===== src/design/rgbl_pkg.sv =====
package rgbl_pkg;

  localparam int PIXELS = 65536;
  localparam int ADDR_W = (PIXELS > 1) ? $clog2(PIXELS) : 1;
  localparam int CH = 3;

  localparam logic [2:0] REG_ALPHA = 3'd0;
  localparam logic [2:0] REG_MEAN0 = 3'd1;
  localparam logic [2:0] REG_MEAN1 = 3'd2;
  localparam logic [2:0] REG_MEAN2 = 3'd3;
  localparam logic [2:0] REG_VAR0 = 3'd4;
  localparam logic [2:0] REG_VAR1 = 3'd5;
  localparam logic [2:0] REG_VAR2 = 3'd6;

  localparam longint HALF_LN2PI_Q28 = 64'sd246675684;
  localparam longint HALF_LN2_Q16 = 64'sd22713;

  localparam int DIV_STEPS = 43;
  localparam int LAT = DIV_STEPS;
  localparam int LOG_DLY = DIV_STEPS - 13;

  typedef struct packed {
    logic [15:0] alpha;
    logic [2:0][15:0] mean0;
    logic [2:0][15:0] var0;
  } cfg_t;

  function automatic logic [15:0] clamp16(input logic signed [33:0] v);
    logic [15:0] r;
    if (v < 0) r = 16'd0;
    else if (v > 34'sd65535) r = 16'hFFFF;
    else r = v[15:0];
    return r;
  endfunction

  function automatic logic [15:0] blend(input logic [15:0] alpha, input logic [15:0] old,
                                        input logic [15:0] tgt);
    logic signed [16:0] d;
    logic signed [33:0] p;
    logic signed [33:0] s;
    d = $signed({1'b0, tgt}) - $signed({1'b0, old});
    p = $signed({1'b0, alpha}) * d + 34'sd32768;
    s = $signed({18'd0, old}) + (p >>> 16);
    return clamp16(s);
  endfunction

  function automatic logic [3:0] msb_pos(input logic [15:0] v);
    logic [3:0] e;
    e = 4'd0;
    for (int i = 1; i < 16; i++) begin
      if (v[i]) e = 4'(i);
    end
    return e;
  endfunction

endpackage


===== src/design/rgbl_div.sv =====
module rgbl_div import rgbl_pkg::*; (
  input  logic        clk,
  input  logic        en,
  input  logic [42:0] num,
  input  logic [15:0] den,
  output logic [42:0] quo
);
  logic [DIV_STEPS-1:0][42:0] q;
  logic [DIV_STEPS-1:0][16:0] r;
  logic [DIV_STEPS-1:0][15:0] d;

  always_ff @(posedge clk) begin
    logic [42:0] qi;
    logic [16:0] ri;
    logic [15:0] di;
    logic [17:0] sh;
    logic [17:0] df;
    if (en) begin
      for (int s = 0; s < DIV_STEPS; s++) begin
        if (s == 0) begin
          qi = num;
          ri = '0;
          di = den;
        end else begin
          qi = q[s-1];
          ri = r[s-1];
          di = d[s-1];
        end
        sh = {ri, qi[42]};
        df = sh - {2'b0, di};
        d[s] <= di;
        if (!df[17]) begin
          r[s] <= df[16:0];
          q[s] <= {qi[41:0], 1'b1};
        end else begin
          r[s] <= sh[16:0];
          q[s] <= {qi[41:0], 1'b0};
        end
      end
    end
  end

  assign quo = q[DIV_STEPS-1];
endmodule


===== config.mk =====
export PLATFORM = sky130hd
export DESIGN_NAME = rgbl_div
export DESIGN_NICKNAME = d
export VERILOG_FILES = /design/src/design/rgbl_pkg.sv /design/src/design/rgbl_div.sv
export SDC_FILE = /design/constraint.sdc
export NUM_CORES = 2
export LEC_CHECK = 0
export ABC_CLOCK_PERIOD_IN_PS = 4000
export BUFFER_PORTS_ARGS = -buffer_cell sky130_fd_sc_hd__clkbuf_2
export CORE_ASPECT_RATIO = 1.5
export CORE_UTILIZATION = 50
export DETAILED_ROUTE_END_ITERATION = 6
export PLACE_DENSITY = 0.65
export SLEW_MARGIN = 20
export SYNTH_ARGS = -nofsm -noshare
export SYNTH_HDL_FRONTEND = slang
export SYNTH_SLANG_ARGS = --single-unit
export TNS_END_PERCENT = 50

===== constraint.sdc =====
create_clock -name clk -period 4 [get_ports clk]
set_input_delay 0.8 -clock clk [delete_from_list [all_inputs] [get_ports clk]]
set_output_delay 0.8 -clock clk [all_outputs]
set_load 0.01 [all_outputs]

==> metrics <==
status=finished clean; area of the core=280,000 sq um; Die Y-Extent=652 um; CP bufs+invs=1; DRC=0; max-slew violations=0; clk root buf=clkbuf_16; Post-synth EDFFs=approximately 3,200; Horiz. Die Dim=about 440 um; H-tree Lvls=5; leakage=between 50 and 60 nW; worst hold path class=in -> reg; # setup viols final=0; number of global-route vias before repair=between 70,000 and 80,000; Max-Cap Viols=0; Netlist cell types=between 90 and 100; worst hold margin=approximately 96 ps; DRT iter0 DRCs=between 4,000 and 5,000; Slowest cell on crit path=a2111oi_0; min Tclk post-route=about 3600 ps; Synth top area share=~69%; PD cells=approximately 790 nW/um^2; die area=between 200,000 and 300,000 sq um; initial antenna violation count=1; CTS max path bufs=4; total power=around 120 mW; vias=between 70,000 and 80,000; worst path cell trace=ha_1, a21oi_1, o21ai_1, a2111oi_0, and2_1, or3b_1, o311ai_2, buf_4, mux2_2; placed cell area=~150,000 sq um; worst slew pin tran=about 950 ps; largest net degree at the start of global routing=113; area delta synth->final=11.9%; wire per inst=between 15 and 20 um; worst rel slew slack=between 30% and 40%; CP Class=reg -> reg; routability congestion estimate=slightly below 0.9; Final period util=just under 90%; final wirelength=roughly 270 mm; CTS Buf Count=about 320; via/cell ratio=approximately 5.4; synth top area cells=edfxtp_1, ha_1, mux2_2; Starting Density=between 50 and 60%; post-synthesis cell area=about 140,000 sq um; fin cells=14,050; total grt overflow=0; Syn Inst Count=a little under 10,000; CTS tree=done; Final Skew=39.2 ps; Worst setup EP type=flop; critical path peak fanout=21; total track usage=roughly a fifth; Final Cell Area=roughly 160,000 sq um; Worst Setup Slack, final=~430 ps; top cells by count, synth=edfxtp_1, inv_1, ha_1; Nets=roughly 11,000; ys async rst share=0%; f_max=roughly 280 MHz; unrepaired setup endpoints after global routing=false; I/O Buffers=103; Hold Fails Final Rpt=0; number of synthesized register bits=roughly 3,200; Finished Core Util=a little under three fifths; Critical Path RT=4600 ps; main flop type after synthesis=edfxtp_1; Syn Area/Cell=14.6 sq um; DR pass1 iterations=6; VDD IR max=a little under 0.0006 V; CP startpoint kind=flop; Yosys warnings=0; delay-heaviest family, CP=compound AO/OA/AOI/OAI gates; clock sinks=3,235; worst skew pair latency=a little under 900 ps; share of post-route cells with drive strength above 1=between 10% and 20%; antenna-violating nets left=0; clk slew on worst S/H paths=about 60 ps; post-cts resize count=0; Seq/Total Area, Yosys=about 69%; row count=238; HPWL after DPL=193 mm; first-pass GRT wire length=roughly 420 mm; I/O pin total=104; slowest cell delay on critical path=~640 ps; largest area contributor in the netlist=edfxtp_1; post-place setup slack=around 370 ps; dpl cells=approximately 13,000; top-count cell post-synth=edfxtp_1; Fin Setup TNS=0 ps; Critical Path AT=between 4000 and 5000 ps
layout by cell type (no fill, tap or decap), drive strengths merged, types with 23 or more instances in the layout:
master	instances
nand2b	86
bufinv	34
nand3	81
o31a	59
nor4	24
o2111a	26
and3	29
nor3	83
nor2	474
a211oi	37
nor3b	41
buf	199
mux2	313
ha	673
o21bai	60
clkbuf	474
xnor2	367
a311oi	25
xor2	107
mux2i	70
o311ai	29
fa	41
o21ai	510
and2	37
a31o	43
a211o	23
or3	36
clkinv	123
a21oi	613
a21o	184
o21a	154
nor2b	187
o31ai	52
edfxtp	3235
nand2	461
nand4	31
a31oi	69
inv	919
worst paths after layout:
path	slack [ps]	to	cells past startpoint	from
max reg2reg	430	r[668]	9	r[657]
min	100	q[21]	1	num[20]
min reg2reg	390	q[1459]	0	q[1415]
max	430	r[668]	9	r[657]
layout make-up:
class,instances,area [sq um]
fill,22364,123000
sequential,3235,97100
multi-input combinational,5319,39300
clock buffer,372,8220
tap,3720,4650
inverter,905,3400
timing repair buffer,305,2730
clock inverter,193,1950
antenna,1,2.50
logic make-up (layout without fill, tap and decap cells):
| kind of cell | Yosys count | count (layout) | synth area share (%) |
|---|---|---|---|
| flops | 3235 | 3235 | 69.0 |
| compound gates | 2093 | 2093 | 9.59 |
| simple gates | 1648 | 1648 | 5.66 |
| buf+inv | 1090 | 1775 | 3.15 |
| fa+ha+maj | 714 | 714 | 6.57 |
| xor+xnor | 474 | 474 | 2.97 |
| mux | 383 | 383 | 3.02 |
| other cells | 1 | 8 | 0.00267 |
what timing repair did:
item / in CTS / in global routing
hold buffers: 4 / 0
hold endpoints to repair: 4 / 0
setup buffers: 0 / 0
registers in the layout, indices dropped and copies added (netlist names):
| register | cells |
|---|---|
| d | 672 |
| r | 714 |
| q | 1806 |
| quo | 43 |
layer usage:
metal  vias up  GRT usage [%]  part of all wire (%)
li1      36955              -                     -
met1     37578           19.5                    37
met2      1353           36.6                    55
met3       624           2.47                   3.1
met4         0           9.30                   5.1
met5         -              0                     0
report_power, final:
| part | switching [mW] | internal (mW) |
|---|---|---|
| registers | 3.93 | 46.3 |
| clock network | 12.4 | 17.0 |
| logic | 24.2 | 19.9 |
| total | 40.6 | 83.3 |
worst reg2reg max path, cell delays in order, from the launching register on:
cell,delay (ps)
edfxtp_1,390
ha_1,380
a21oi_1,240
o21ai_1,130
a2111oi_0,640
and2_1,230
or3b_1,360
o311ai_2,230
buf_4,370
mux2_2,370
Note: power is estimated with default switching activity, not from simulation.
